### src/design/uvss_pkg.sv
// ----------------------------------------------------------------------------
// uvss_pkg
// Shared types and constants for the periodic UV sterilize scheduler.
// ----------------------------------------------------------------------------
package uvss_pkg;

    localparam int TPM_W   = 10;
    localparam int HOURS_W = 4;
    localparam int MIN_W   = 8;
    localparam int DEB_W   = 8;
    localparam int CFG_W   = 10;
    localparam int ADDR_W  = 2;

    localparam logic [ADDR_W-1:0] REG_TICKS_PER_MINUTE = 2'd0;
    localparam logic [ADDR_W-1:0] REG_STANDBY_HOURS    = 2'd1;
    localparam logic [ADDR_W-1:0] REG_RUN_MINUTES      = 2'd2;
    localparam logic [ADDR_W-1:0] REG_COVER_DEBOUNCE   = 2'd3;

    localparam logic [TPM_W-1:0]   TICKS_PER_MINUTE_RST = 10'd600;
    localparam logic [HOURS_W-1:0] STANDBY_HOURS_RST    = 4'd6;
    localparam logic [MIN_W-1:0]   RUN_MINUTES_RST      = 8'd120;
    localparam logic [DEB_W-1:0]   COVER_DEBOUNCE_RST   = 8'd10;

    localparam logic [MIN_W:0] MINUTES_PER_HOUR = 9'd60;

    typedef struct packed {
        logic [TPM_W-1:0]   ticks_per_minute;
        logic [HOURS_W-1:0] standby_hours;
        logic [MIN_W-1:0]   run_minutes;
        logic [DEB_W-1:0]   cover_debounce_count;
    } cfg_t;

endpackage

### src/design/uvss_debounce.sv
// ----------------------------------------------------------------------------
// uvss_debounce
// Saturating reed switch debouncer producing the cover state.
// ----------------------------------------------------------------------------
module uvss_debounce
(
    input  logic                    clk,
    input  logic                    rst_n,
    input  logic                    sample,
    input  logic                    level,
    input  logic [uvss_pkg::DEB_W-1:0] limit,
    output logic                    cover_state_next
);
    import uvss_pkg::*;

    logic [DEB_W-1:0] closed_cnt_reg;
    logic [DEB_W-1:0] closed_cnt_next;
    logic [DEB_W-1:0] open_cnt_reg;
    logic [DEB_W-1:0] open_cnt_next;
    logic             cover_reg;
    logic [DEB_W:0]   cnt_inc;

    always_comb
    begin
        closed_cnt_next = closed_cnt_reg;
        open_cnt_next   = open_cnt_reg;
        cover_state_next = cover_reg;
        cnt_inc         = '0;
        if (sample)
        begin
            if (!level)
            begin
                open_cnt_next = '0;
                cnt_inc = {1'b0, closed_cnt_reg} + {{DEB_W{1'b0}}, 1'b1};
                closed_cnt_next = (cnt_inc >= {1'b0, limit}) ? limit : cnt_inc[DEB_W-1:0];
                if (closed_cnt_next >= limit)
                begin
                    cover_state_next = 1'b1;
                end
            end
            else
            begin
                closed_cnt_next = '0;
                cnt_inc = {1'b0, open_cnt_reg} + {{DEB_W{1'b0}}, 1'b1};
                open_cnt_next = (cnt_inc >= {1'b0, limit}) ? limit : cnt_inc[DEB_W-1:0];
                if (open_cnt_next >= limit)
                begin
                    cover_state_next = 1'b0;
                end
            end
        end
    end

    always_ff @(posedge clk or negedge rst_n)
    begin
        if (!rst_n)
        begin
            closed_cnt_reg <= '0;
            open_cnt_reg   <= '0;
            cover_reg      <= 1'b0;
        end
        else
        begin
            closed_cnt_reg <= closed_cnt_next;
            open_cnt_reg   <= open_cnt_next;
            cover_reg      <= cover_state_next;
        end
    end

endmodule

### src/design/uvss_schedule.sv
// ----------------------------------------------------------------------------
// uvss_schedule
// Standby and run timers of the lamp schedule, one step per tick.
// ----------------------------------------------------------------------------
module uvss_schedule
(
    input  logic           clk,
    input  logic           rst_n,
    input  logic           step,
    input  logic           enable,
    input  logic           blk,
    input  uvss_pkg::cfg_t cfg,
    output logic           req,
    output logic           run_phase_next
);
    import uvss_pkg::*;

    logic               run_phase_reg;
    logic               run_active_reg;
    logic               run_active_next;
    logic [TPM_W-1:0]   sub_reg;
    logic [TPM_W-1:0]   sub_next;
    logic [MIN_W-1:0]   min_reg;
    logic [MIN_W-1:0]   min_next;
    logic [HOURS_W-1:0] hour_reg;
    logic [HOURS_W-1:0] hour_next;
    logic [TPM_W:0]     sub_inc;
    logic [MIN_W:0]     min_inc;
    logic [HOURS_W:0]   hour_inc;
    logic               sub_wrap;

    // minute step shared by standby and run
    always_comb
    begin
        sub_inc  = {1'b0, sub_reg} + {{TPM_W{1'b0}}, 1'b1};
        sub_wrap = (sub_inc >= {1'b0, cfg.ticks_per_minute});
        min_inc  = {1'b0, min_reg} + {{MIN_W{1'b0}}, sub_wrap};
    end

    always_comb
    begin
        sub_next        = sub_reg;
        min_next        = min_reg;
        hour_next       = hour_reg;
        run_phase_next  = run_phase_reg;
        run_active_next = run_active_reg;
        req             = 1'b0;
        hour_inc        = {1'b0, hour_reg};
        if (step)
        begin
            if (!enable)
            begin
                sub_next        = '0;
                min_next        = '0;
                hour_next       = '0;
                run_phase_next  = 1'b0;
                run_active_next = 1'b0;
            end
            else if (!run_phase_reg)
            begin
                sub_next = sub_wrap ? '0 : sub_inc[TPM_W-1:0];
                if (min_inc >= MINUTES_PER_HOUR)
                begin
                    min_next = '0;
                    hour_inc = {1'b0, hour_reg} + {{HOURS_W{1'b0}}, 1'b1};
                end
                else
                begin
                    min_next = min_inc[MIN_W-1:0];
                end
                if (hour_inc >= {1'b0, cfg.standby_hours})
                begin
                    sub_next        = '0;
                    min_next        = '0;
                    hour_next       = '0;
                    run_phase_next  = 1'b1;
                    run_active_next = 1'b1;
                end
                else
                begin
                    hour_next = hour_inc[HOURS_W-1:0];
                end
            end
            else if (run_active_reg)
            begin
                if (!blk)
                begin
                    req = 1'b1;
                    if (min_inc >= {1'b0, cfg.run_minutes})
                    begin
                        sub_next        = '0;
                        min_next        = '0;
                        hour_next       = '0;
                        run_active_next = 1'b0;
                    end
                    else
                    begin
                        sub_next = sub_wrap ? '0 : sub_inc[TPM_W-1:0];
                        min_next = min_inc[MIN_W-1:0];
                    end
                end
            end
            else
            begin
                run_phase_next = 1'b0;
            end
        end
    end

    always_ff @(posedge clk or negedge rst_n)
    begin
        if (!rst_n)
        begin
            run_phase_reg  <= 1'b0;
            run_active_reg <= 1'b0;
            sub_reg        <= '0;
            min_reg        <= '0;
            hour_reg       <= '0;
        end
        else
        begin
            run_phase_reg  <= run_phase_next;
            run_active_reg <= run_active_next;
            sub_reg        <= sub_next;
            min_reg        <= min_next;
            hour_reg       <= hour_next;
        end
    end

endmodule

### src/design/periodic_uv_sterilize_scheduler.sv
// ----------------------------------------------------------------------------
// periodic_uv_sterilize_scheduler
// Duty-cycle UV lamp scheduler with cover debounce and lamp blocking.
// ----------------------------------------------------------------------------
// Usage:
//   Input items arrive on s_tvalid/s_tready/s_tdata, one per clock at most.
//   Each item carries the tick, reed sample, enable, extraction, motor and
//   self-test flags. Every item yields one result item on m_tvalid/m_tready/
//   m_tdata with the lamp level, run phase, debounced cover and block flag.
//   An item is held in the input register and the whole update is done from
//   there into the result register, which drives m_tvalid; throughput one
//   item per clock while the receiver does not stall.
//   Configuration registers are written through cfg_we/cfg_addr/cfg_wdata
//   while no item is in flight.
//   Reset clears all timers, the debouncer, the block latches and the lamp,
//   and loads the register defaults.
//   When the receiver stalls, the result is held and the input register
//   keeps one more item; s_tready drops only while both are full.
// ----------------------------------------------------------------------------
module periodic_uv_sterilize_scheduler
(
    input  logic                        clk,
    input  logic                        rst_n,
    input  logic                        s_tvalid,
    output logic                        s_tready,
    // [0] timer_tick, [1] reed_strobe, [2] reed_level, [3] feature_enable,
    // [4] extract_active, [5] motor_moving, [6] self_test, [7] zero
    input  logic [7:0]                  s_tdata,
    output logic                        m_tvalid,
    input  logic                        m_tready,
    // [0] lamp_on, [1] in_run_phase, [2] cover_closed, [3] blocked, [7:4] zero
    output logic [7:0]                  m_tdata,
    input  logic                        cfg_we,
    input  logic [uvss_pkg::ADDR_W-1:0] cfg_addr,
    input  logic [uvss_pkg::CFG_W-1:0]  cfg_wdata
);
    import uvss_pkg::*;

    cfg_t       cfg_reg;
    logic       in_valid_reg;
    logic [6:0] in_data_reg;
    logic       out_valid_reg;
    logic [3:0] out_data_reg;
    logic       adv;
    logic       active;
    logic       tick_step;
    logic       cover_block_reg;
    logic       cover_block_next;
    logic       extract_block_reg;
    logic       extract_block_next;
    logic       lamp_reg;
    logic       lamp_next;
    logic       cover_next;
    logic       req;
    logic       run_phase_next;

    assign adv       = in_valid_reg && (!out_valid_reg || m_tready);
    assign s_tready  = !in_valid_reg || adv;
    assign active    = adv && !in_data_reg[6];
    assign tick_step = active && in_data_reg[0];

    always_ff @(posedge clk or negedge rst_n)
    begin
        if (!rst_n)
        begin
            cfg_reg.ticks_per_minute     <= TICKS_PER_MINUTE_RST;
            cfg_reg.standby_hours        <= STANDBY_HOURS_RST;
            cfg_reg.run_minutes          <= RUN_MINUTES_RST;
            cfg_reg.cover_debounce_count <= COVER_DEBOUNCE_RST;
        end
        else if (cfg_we)
        begin
            unique case (cfg_addr)
                REG_TICKS_PER_MINUTE: cfg_reg.ticks_per_minute <= cfg_wdata[TPM_W-1:0];
                REG_STANDBY_HOURS:    cfg_reg.standby_hours <= cfg_wdata[HOURS_W-1:0];
                REG_RUN_MINUTES:      cfg_reg.run_minutes <= cfg_wdata[MIN_W-1:0];
                REG_COVER_DEBOUNCE:   cfg_reg.cover_debounce_count <= cfg_wdata[DEB_W-1:0];
                default:              cfg_reg <= cfg_reg;
            endcase
        end
    end

    always_ff @(posedge clk or negedge rst_n)
    begin
        if (!rst_n)
        begin
            in_valid_reg <= 1'b0;
        end
        else if (s_tready)
        begin
            in_valid_reg <= s_tvalid;
        end
    end

    always_ff @(posedge clk)
    begin
        if (s_tready && s_tvalid)
        begin
            in_data_reg <= s_tdata[6:0];
        end
    end

    uvss_debounce u_debounce
    (
        .clk              (clk),
        .rst_n            (rst_n),
        .sample           (active && in_data_reg[1]),
        .level            (in_data_reg[2]),
        .limit            (cfg_reg.cover_debounce_count),
        .cover_state_next (cover_next)
    );

    uvss_schedule u_schedule
    (
        .clk            (clk),
        .rst_n          (rst_n),
        .step           (tick_step),
        .enable         (in_data_reg[3]),
        .blk            (cover_block_reg || extract_block_reg),
        .cfg            (cfg_reg),
        .req            (req),
        .run_phase_next (run_phase_next)
    );

    always_comb
    begin
        cover_block_next   = cover_block_reg;
        extract_block_next = extract_block_reg;
        lamp_next          = lamp_reg;
        if (tick_step)
        begin
            cover_block_next = !cover_next;
            if (in_data_reg[4])
            begin
                extract_block_next = 1'b1;
            end
            else if (!in_data_reg[5])
            begin
                extract_block_next = 1'b0;
            end
            lamp_next = req && !(cover_block_next || extract_block_next);
        end
    end

    always_ff @(posedge clk or negedge rst_n)
    begin
        if (!rst_n)
        begin
            cover_block_reg   <= 1'b0;
            extract_block_reg <= 1'b0;
            lamp_reg          <= 1'b0;
            out_valid_reg     <= 1'b0;
        end
        else
        begin
            cover_block_reg   <= cover_block_next;
            extract_block_reg <= extract_block_next;
            lamp_reg          <= lamp_next;
            if (adv)
            begin
                out_valid_reg <= 1'b1;
            end
            else if (m_tready)
            begin
                out_valid_reg <= 1'b0;
            end
        end
    end

    always_ff @(posedge clk)
    begin
        if (adv)
        begin
            out_data_reg <= {cover_block_next || extract_block_next, cover_next,
                             run_phase_next, lamp_next};
        end
    end

    assign m_tvalid = out_valid_reg;
    assign m_tdata  = {4'b0000, out_data_reg};

    // lamp never drives while a block is reported
    assert property (@(posedge clk) disable iff (!rst_n)
        m_tvalid |-> !(m_tdata[0] && m_tdata[3]))
    else $error("lamp on while blocked");

    // lamp only drives during the run phase
    assert property (@(posedge clk) disable iff (!rst_n)
        (m_tvalid && m_tdata[0]) |-> m_tdata[1])
    else $error("lamp on outside run phase");

    // input side stalls only when both stages are full and the output is held
    assert property (@(posedge clk) disable iff (!rst_n)
        !s_tready |-> (m_tvalid && !m_tready))
    else $error("input stalled without output backpressure");

    // a result follows every advanced item
    assert property (@(posedge clk) disable iff (!rst_n)
        adv |=> m_tvalid)
    else $error("result lost after advance");

endmodule
### config.mk
export PLATFORM = sky130hd
export DESIGN_NAME = periodic_uv_sterilize_scheduler
export DESIGN_NICKNAME = d
export VERILOG_FILES = /design/src/design/uvss_pkg.sv /design/src/design/uvss_debounce.sv /design/src/design/uvss_schedule.sv /design/src/design/periodic_uv_sterilize_scheduler.sv
export SDC_FILE = /design/constraint.sdc
export NUM_CORES = 1
export LEC_CHECK = 0
export BUFFER_PORTS_ARGS = -buffer_cell sky130_fd_sc_hd__buf_2
export CORE_AREA = 2 2 124 126
export CTS_CLUSTER_DIAMETER = 30
export CTS_CLUSTER_SIZE = 40
export DETAILED_ROUTE_END_ITERATION = 12
export DIE_AREA = 0 0 126 128
export GPL_TIMING_DRIVEN = 0
export PLACE_DENSITY_LB_ADDON = 0.15
export SYNTH_ARGS = -nofsm -noshare
export SYNTH_HDL_FRONTEND = slang
export SYNTH_SLANG_ARGS = --single-unit
### constraint.sdc
create_clock -name clk -period 6.55 [get_ports clk]
set_input_delay 0 -clock clk [delete_from_list [all_inputs] [get_ports clk]]
set_output_delay 0 -clock clk [all_outputs]
set_load 0.05 [all_outputs]
==> flow_summary.toml, run 1 <==
[min_path]
hp-class = "in -> async"

[synth]
ys_seq_area_share_pct = 38.6
syn-instance-count = 600
synth_area_um2 = 5820
syn_area_per_cell_um2 = 9.70
yosysUniqueCellTypes = 66
ys.flop_type = "dfrtp_1"
synth_warnings = 0
synth_edf_count = 11
ys_seq_elements = 87
ys_async_sr_fraction_pct = 87.4

[floorplan]
rows = 45
initial_core_util_pct = 39.1
io_pins = 35
die-area_um2 = 16100
die_y_um = 128
core_um2 = 14900
die_w_um = 126

[pwr]
power_frac_clock_pct = 24.7
power_frac_comb_pct = 40.0
p_int_uw = 1340
power_uw = 2130
p_sw_share_pct = 37.1
pwr_density_cell_nw_per_um2 = 315
power_frac_seq_pct = 35.3
p_leak_uw = 0.00329
irDropWorstVdd_uv = 151
switching_power_uw = 791

[sta]
hold_viol_final = 0
finalCritPeriodShare_pct = 93.7
fin_skew_ns = 0.00842
max_slew_margin_pct = 50.3
worst_pin_slew_ns = 0.739
hold_slack_ns = 0.0241
post-route-min-period_ns = 6.14
max_freq_mhz = 163
rsz0062_at_grt = "yes"
setup_slack_ns = 0.412
slew_violations = 0
setup_viol = 0

[route]
wirelength_um = 14000
drt_first_pass_iters = 4
drc = 0
vias = 4593
drt_iter0_drc = 256
wire_per_inst_um = 16.3
ant_nets = 0
avgViaCountPerCell = 5.34

[layout]
largest_reg_flops = 30
final_cells = 860
fillers = 1442
design_area_um2 = 6780
n_antenna_cell = 0
drive_above_1_share_pct = 17.9
final_common_cell = "nand2_1"
layout_common_cells = "nand2_1 (69), dfrtp_1 (64), ha_1 (60)"
finalNetCount = 752
syn2layout_area_growth_pct = 16.5

[global_routing]
grt-ovfl-total = 0
use_met3_pct = 2.67
track_usage_pct = 18.1
antenna_found_initial = 0
grt_most_used_layer = "met2"
grt_pass1_vias = 4633
use_met2_pct = 31.3
grt_pass1_wl_um = 23300
use_met1_pct = 21.9
grt_start_max_net_pins = 69

[clock_network]
clk_pin_slew_ns = 0.07
h-tree-depth = 3
clock_path_buffers = 2
cts_tree = "yes"
cts_root_buffer = "clkbuf_16"
clkLatencyLatePin_ns = 0.35
cts_buffers = 9
cts_sinks = 87

[outcome]
outcome = "finished clean"

[setup_path]
r2r-end = "u_schedule.min_reg[6]"
path_max_fanout = 10
ff2ff_setup_slack_ns = 0.41
critPathKind = "reg -> reg"
critPathCapture = "u_schedule.min_reg[6]"
worst_r2r_startpoint = "u_schedule.sub_reg[0]"
startpoint = "u_schedule.sub_reg[0]"
worst_setup_path_end_kind = "flop"
critPathRequiredTime_ns = 6.80
worstPathArrival_ns = 6.39
reg2regPathDepth = 27
start_kind = "flop"

[placement]
dpl.hpwl_um = 10500
dpl_cell_area_um2 = 6240
dp_worst_setup_slack_ns = -0.0590
gp_congestion = 0.871
dp_cells = 821
io_buffer_count = 29

[run]
max_cap_violations = 0
[synth_stat cells, drive strengths merged (11+ instances only)]
| cell | instances | area (um2) |
|---|---|---|
| nand2 | 69 | 259 |
| dfrtp | 64 | 1600 |
| ha | 60 | 751 |
| inv | 42 | 158 |
| o21ai | 38 | 194 |
| mux2 | 29 | 338 |
| nand3 | 26 | 135 |
| nor2 | 25 | 96.4 |
| a21oi | 21 | 109 |
| and3 | 14 | 92.6 |
| buf | 14 | 93.8 |
| xnor2 | 13 | 114 |
| xor2 | 13 | 114 |
| a31oi | 12 | 81.3 |
| dfstp | 12 | 315 |
| edfxtp | 11 | 330 |
| mux2i | 11 | 110 |
[power by group through the flow]
| stage | Clock, uW | Sequential (uW) | Combinational, uW |
|---|---|---|---|
| floorplan | 0 | 748 | 618 |
| global placement | 0 | 757 | 801 |
| detailed placement | 0 | 760 | 836 |
| CTS | 544 | 751 | 854 |
| global route | 563 | 767 | 963 |
| finish | 526 | 752 | 854 |
[what timing repair did]
action / 4_1_cts / 5_1_grt
setup buffers: 0 / 3
hold buffers: 20 / 0
hold endpoints to repair: 102 / 0
setup endpoints to repair: 12 / 24
resized for setup: 1 / 1
cloned: 0 / 0
pin swaps: 0 / 4
[stage by stage]
stage / util (%) / setup TNS, ns
5_1_grt: 45.6 / -0.0254
2_1_floorplan: - / 0
3_5_place_dp: 42.0 / -0.223
6_report: 45.6 / 0
4_1_cts: 45.4 / 0
3_3_place_gp: 41.8 / -0.0262
[cell families (layout without fill, tap and decap cells)]
kind of cell | count (synthesis) | in the layout | share of synthesized area (%)
AO/OA/AOI/OAI | 130 | 130 | 15.0
AND/OR/NAND/NOR | 190 | 190 | 16.9
buffers and inverters | 66 | 135 | 4.97
other | 1 | 4 | 0.0645
multiplexers | 40 | 40 | 7.70
XOR/XNOR | 26 | 26 | 3.91
flip-flops | 87 | 87 | 38.6
adder cells (fa/ha/maj) | 60 | 60 | 12.9
[layout make-up]
class / instances / area [um2] / area share [%]
clock inverter: 5 / 57.6 / 0.849
timing repair buffer: 53 / 398 / 5.87
buffer: 24 / 131 / 1.94
clock buffer: 11 / 243 / 3.58
inverter: 42 / 158 / 2.33
sequential: 87 / 2250 / 33.2
multi-input combinational: 450 / 3310 / 48.8
tap: 188 / 235 / 3.47
[critical path: stages, from the launching register on]
cell and delay [ns]:
dfrtp_1 0.41, and3_1 0.22, nand3_1 0.12, or2_2 0.32, and2_1 0.17, or2_2 0.31, ha_1 0.29, a21o_1 0.18
a21oi_1 0.15, nor2b_1 0.10, a311oi_4 0.32, inv_1 0.09, ha_1 0.24, ha_1 0.19, buf_2 0.16, nor4bb_1 0.28
o2111ai_1 0.18, a2bb2oi_2 0.24, or2_2 0.19, xnor2_1 0.13, ha_1 0.25, nand2b_1 0.16, a211oi_1 0.29, o211ai_1 0.24
nor4_4 0.30, buf_4 0.21, nor2_1 0.08, o22ai_1 0.23
[metal layers]
metal | part of all wire (%) | vias up | routed length, um
met5 | 0 | - | 0
met4 | 3.1 | 0 | 437
met3 | 2.1 | 26 | 298
met2 | 49 | 61 | 6930
met1 | 45 | 2218 | 6340
li1 | - | 2288 | -
[worst min path at each step]
stage / start / to / slack [ns] / cells past startpoint
2_1_floorplan: rst_n / cfg_reg[0] / -0.30 / 0
3_3_place_gp: s_tdata[3] / in_data_reg[3] / 0.18 / 1
3_5_place_dp: rst_n / m_tvalid / -0.14 / 1
4_1_cts: rst_n / m_tvalid / 0.02 / 2
5_1_grt: rst_n / m_tvalid / 0.03 / 2
6_report: rst_n / m_tvalid / 0.02 / 2
Note: power is estimated with default switching activity, not from simulation.
==> run 2: changes to the inputs <==
--- a/config.mk
+++ b/config.mk
@@ -12,6 +12,7 @@
 export DETAILED_ROUTE_END_ITERATION = 12
 export DIE_AREA = 0 0 126 128
 export GPL_TIMING_DRIVEN = 0
+export HOLD_SLACK_MARGIN = 0.05
 export PLACE_DENSITY_LB_ADDON = 0.15
 export SYNTH_ARGS = -nofsm -noshare
 export SYNTH_HDL_FRONTEND = slang
==> run 2 against run 1 <==
Combinational power hardly changed. Clock power hardly changed. Design area increased by 0.59%. Cell count increased by 0.47%. Flip-flop and latch count unchanged. Global-route usage rose by 0.11 points. Via count up 0.26%. Clock-buffer cell count stayed put. Critical path type unchanged. Largest cell class unchanged. Largest power group unchanged.
==> flow_summary.toml, run 2 (synthesized netlist as in run 1, its figures left out) <==
[run]
max_cap_violations = 0

[setup_path]
start_kind = "flop"
worstPathArrival_ns = 6.39
max_stage_delay_ns = 0.42
path_max_fanout = 10
crit_path_frequent_cell = "ha_1"
crit_slowest_cell = "a2111oi_1"
worst_setup_path_end_kind = "flop"
critPathRequiredTime_ns = 6.78
critPathKind = "reg -> reg"

[placement]
dp_cells = 821
dp_worst_setup_slack_ns = -0.0590
dpl.hpwl_um = 10500
gp_congestion = 0.871
io_buffer_count = 29

[sta]
max_freq_mhz = 163
post-route-min-period_ns = 6.15
hold_viol_final = 0
finalCritPeriodShare_pct = 93.9
fin_skew_ns = 0.00796
slew_violations = 0
max_slew_margin_pct = 50.3
worst_pin_slew_ns = 0.739
rsz0062_at_grt = "yes"
setup_viol = 0
setup_slack_ns = 0.397

[pwr]
p_int_uw = 1340
power_frac_clock_pct = 24.7
power_frac_seq_pct = 35.2
pwr_density_cell_nw_per_um2 = 313
p_sw_share_pct = 37.1
p_leak_uw = 0.00330
switching_power_uw = 792
power_frac_comb_pct = 40.1
irDropWorstVdd_uv = 151

[route]
wire_per_inst_um = 16.3
ant_nets = 0
drc = 0
avgViaCountPerCell = 5.33
drt_first_pass_iters = 4
vias = 4605
wirelength_um = 14100
drt_iter0_drc = 237

[global_routing]
track_usage_pct = 18.2
grt-ovfl-total = 0
antenna_found_initial = 0
grt_pass1_wl_um = 23400
grt_pass1_vias = 4662
grt_start_max_net_pins = 69

[layout]
drive_above_1_share_pct = 17.8
final_common_cell = "nand2_1"
final_cells = 864
syn2layout_area_growth_pct = 17.1
layout_common_cells = "nand2_1 (69), dfrtp_1 (64), ha_1 (60)"
largest_reg_flops = 30
finalNetCount = 756
n_antenna_cell = 0

[clock_network]
clk_pin_slew_ns = 0.07
cts_buffers = 9
cts_root_buffer = "clkbuf_16"
h-tree-depth = 3
cts_sinks = 87
cts_tree = "yes"
clkLatencyLatePin_ns = 0.35
clock_path_buffers = 2

[floorplan]
die-area_um2 = 16100
die_w_um = 126
rows = 45
initial_core_util_pct = 39.1
core_um2 = 14900
die_y_um = 128
io_pins = 35

[min_path]
hp-class = "in -> reg"

[outcome]
outcome = "finished clean"
[run 2: path summary, 6_finish.rpt]
path	from	end	slack (ns)	depth (start not counted)
max	u_schedule.sub_reg[2]	u_schedule.run_active_reg	0.40	27
min	cfg_addr[0]	cfg_reg[22]	0.06	4
max reg2reg	u_schedule.sub_reg[2]	u_schedule.run_active_reg	0.40	27
min reg2reg	u_schedule.min_reg[0]	u_schedule.min_reg[0]	0.50	2
max in group asynchronous	rst_n	u_debounce.closed_cnt_reg[4]	5.50	3
min in group asynchronous	rst_n	u_debounce.closed_cnt_reg[2]	0.19	3
[run 2: timing repair]
item                                   CTS  global route
endpoints found under the hold margin  102             0
setup buffers                            0             3
setup endpoints to repair               12            24
gates resized for setup                  1             1
pin swaps                                0             4
hold buffers                            24             0
[run 2: final cells by class]
cell class	instances	area, um2
fillers	1442	8050
multi-input cells	450	3310
clock inverters	5	57.6
well taps	188	235
flip-flops and latches	87	2250
repair buffers	57	438
clock buffers	11	243
inverters	42	158
plain buffers	24	131
[run 2: stage by stage]
step / total power [uW] / cell area, um2 / hold slack [ns] / util (%) / TNS (ns)
2_1_floorplan: 1370 / 5830 / -0.296 / - / 0
3_3_place_gp: 1560 / 6210 / 0.177 / 41.8 / -0.0262
3_5_place_dp: 1600 / 6240 / -0.142 / 42.0 / -0.223
4_1_cts: 2150 / 6790 / 0.0567 / 45.7 / 0
5_1_grt: 2290 / 6820 / 0.0979 / 45.9 / -0.0254
6_report: 2130 / 6820 / 0.0560 / 45.9 / 0
[run 2: metal layers]
| layer | vias to the layer above | part of all wire, % | GRT usage (%) |
|---|---|---|---|
| li1 | 2302 | - | - |
| met1 | 2214 | 45 | 22.0 |
| met2 | 61 | 49 | 31.4 |
| met3 | 28 | 2.1 | 2.67 |
| met4 | 0 | 3.4 | 9.76 |
| met5 | - | 0 | 0 |
[run 2: worst max-delay path, delay by kind of cell, from the launching register on]
kind	cells	cell delay (ns)
and+or+nand+nor	9	1.87
xor gates and xnor gates	1	0.13
DFF	1	0.41
AOI/OAI and AO/OA	10	2.15
buffers and inverters	3	0.49
adders and majority gates	4	0.97
[run 2: power by group through the flow]
stage	registers, uW	logic, uW	clock network, uW
6_report	752	856	526
5_1_grt	767	964	563
4_1_cts	751	856	544
3_5_place_dp	760	836	0
3_3_place_gp	757	801	0
2_1_floorplan	748	618	0
==> run 3: changes to the inputs <==
--- a/config.mk
+++ b/config.mk
@@ -14,6 +14,7 @@
 export GPL_TIMING_DRIVEN = 0
 export HOLD_SLACK_MARGIN = 0.05
 export PLACE_DENSITY_LB_ADDON = 0.15
+export REMOVE_ABC_BUFFERS = 1
 export SYNTH_ARGS = -nofsm -noshare
 export SYNTH_HDL_FRONTEND = slang
 export SYNTH_SLANG_ARGS = --single-unit
==> run 3 against run 2 <==
Global-route usage fell by 0.79 points. Non-clock buffer count decreased by 22. Worst hold slack better by 0.015 ns. Utilization down 0.42 points. Clock-buffer cell count unchanged. Die area unchanged. Design area down 0.92%. First-iteration DRC count fell by 24%. Flip-flop and latch count unchanged.
==> flow_summary.toml, run 3 (synthesized netlist as in run 1, its figures left out) <==
[route]
wire_per_inst_um = 15.9
drt_iter0_drc = 180
drt_first_pass_iters = 4
ant_nets = 0
drc = 0
wirelength_um = 13400
avgViaCountPerCell = 5.48
vias = 4614

[setup_path]
max_stage_delay_ns = 0.42
crit_slowest_cell = "dfrtp_1"
worst_setup_path_end_kind = "flop"
critPathKind = "reg -> reg"
critPathRequiredTime_ns = 6.81
start_kind = "flop"
crit_path_frequent_cell = "ha_1"
worstPathArrival_ns = 6.38
path_max_fanout = 8

[layout]
final_common_cell = "nand2_1"
design_area_um2 = 6750
final_core_util_pct = 45.4
syn2layout_area_growth_pct = 16.1
n_antenna_cell = 0
multi_input_area_um2 = 3330
final_cells = 842
fillers = 1418
finalNetCount = 734
drive_above_1_share_pct = 17.4
largest_reg_flops = 30
layout_common_cells = "nand2_1 (69), dfrtp_1 (64), ha_1 (60)"
layout.area.seq_um2 = 2250

[clock_network]
h-tree-depth = 3
cts_sinks = 87
clkLatencyLatePin_ns = 0.35
clock_path_buffers = 2
clk_pin_slew_ns = 0.06
cts_buffers = 9
cts_tree = "yes"
cts_root_buffer = "clkbuf_16"

[floorplan]
core_um2 = 14900
initial_core_util_pct = 39.1
io_pins = 35
die_w_um = 126
rows = 45
die_y_um = 128
die-area_um2 = 16100

[sta]
finalSetupTns_ns = 0
worst_pin_slew_ns = 1.17
post-route-min-period_ns = 6.11
hold_viol_final = 0
max_freq_mhz = 164
setup_viol = 0
setup_slack_ns = 0.437
slew_violations = 0
max_slew_margin_pct = 22.0
finalCritPeriodShare_pct = 93.3
rsz0062_at_grt = "no"
fin_skew_ns = 0.00849

[pwr]
power_frac_clock_pct = 26.2
power_frac_comb_pct = 38.5
pwr_density_cell_nw_per_um2 = 318
power_frac_seq_pct = 35.2
p_int_uw = 1370
irDropWorstVdd_uv = 128
switching_power_uw = 771
p_sw_share_pct = 35.9
p_leak_uw = 0.00325

[placement]
io_buffer_count = 29
gp_congestion = 0.884
dpl_cell_area_um2 = 6110
dpl.hpwl_um = 9790
dp_worst_setup_slack_ns = -0.617
dp_cells = 797

[run]
max_cap_violations = 0

[global_routing]
grt_pass1_vias = 4635
track_usage_pct = 17.4
antenna_found_initial = 0
grt-ovfl-total = 0
grt_pass1_wl_um = 22600
grt_start_max_net_pins = 44

[outcome]
outcome = "finished clean"

[min_path]
hp-class = "in -> reg"
[run 3: changes by cell type in the layout (fill, tap and decap cells not counted), sizes merged]
cell and change:
clkbuf -10, buf -8, dlygate4sd3 -4, bufinv +1, inv -1
[run 3: per-layer routing]
layer	GRT usage, %	share of wire [%]	up-vias
li1	-	-	2252
met1	23.0	48	2263
met2	28.4	47	77
met3	2.71	2.8	22
met4	7.82	2.6	0
met5	0	0	-
[run 3: through the flow]
| stage | total power [uW] | hold WS [ns] |
|---|---|---|
| after floorplan | 1340 | -0.296 |
| after global placement | 1510 | 0.179 |
| after detailed placement | 1560 | 0.00513 |
| after CTS | 2150 | 0.0616 |
| after global routing | 2310 | 0.131 |
| final | 2150 | 0.0710 |
[run 3: power by group through the flow]
stage / combinational (uW) / clock [uW] / sequential [uW]
after floorplan: 585 / 0 / 753
after global placement: 747 / 0 / 762
after detailed placement: 789 / 0 / 766
after CTS: 811 / 582 / 756
after global routing: 938 / 604 / 772
final: 827 / 563 / 756
[run 3: what timing repair did]
action                                  4_1_cts  5_1_grt
hold buffers                                 20        0
endpoints found under the setup margin       24       24
pin swaps                                     1        3
endpoints found under the hold margin       104        0
gates cloned                                  0        0
resized for setup                             3        2
setup buffers                                 2        7
[run 3: path summary, 6_finish.rpt]
path / startpoint / endpoint / slack [ns] / cells past startpoint
worst max-delay path: u_schedule.sub_reg[0] / u_schedule.min_reg[2] / 0.44 / 26
worst min-delay path: cfg_addr[1] / cfg_reg[24] / 0.07 / 4
worst max register to register: u_schedule.sub_reg[0] / u_schedule.min_reg[2] / 0.44 / 26
worst min register to register: u_schedule.min_reg[0] / u_schedule.min_reg[0] / 0.49 / 2
max in group asynchronous: rst_n / cfg_reg[29] / 5.75 / 3
min in group asynchronous: rst_n / u_schedule.min_reg[3] / 0.16 / 2
[run 3: worst max-delay path, delay by kind of cell (launching register included)]
family,cells,cell delay [ns]
buffers and inverters,3,0.46
flip-flops,1,0.42
adder cells (fa/ha/maj),4,1.16
multiplexers,1,0.30
AND/OR/NAND/NOR,10,2.12
AO/OA/AOI/OAI,8,1.57
[run 3: cell type report]
cell class	instances	area share (%)
flip-flops and latches	87	33.3
multi-input cells	450	49.4
well taps	188	3.48
inverters	42	2.33
clock inverters	5	1.20
clock buffers	11	3.59
repair buffers	59	6.74
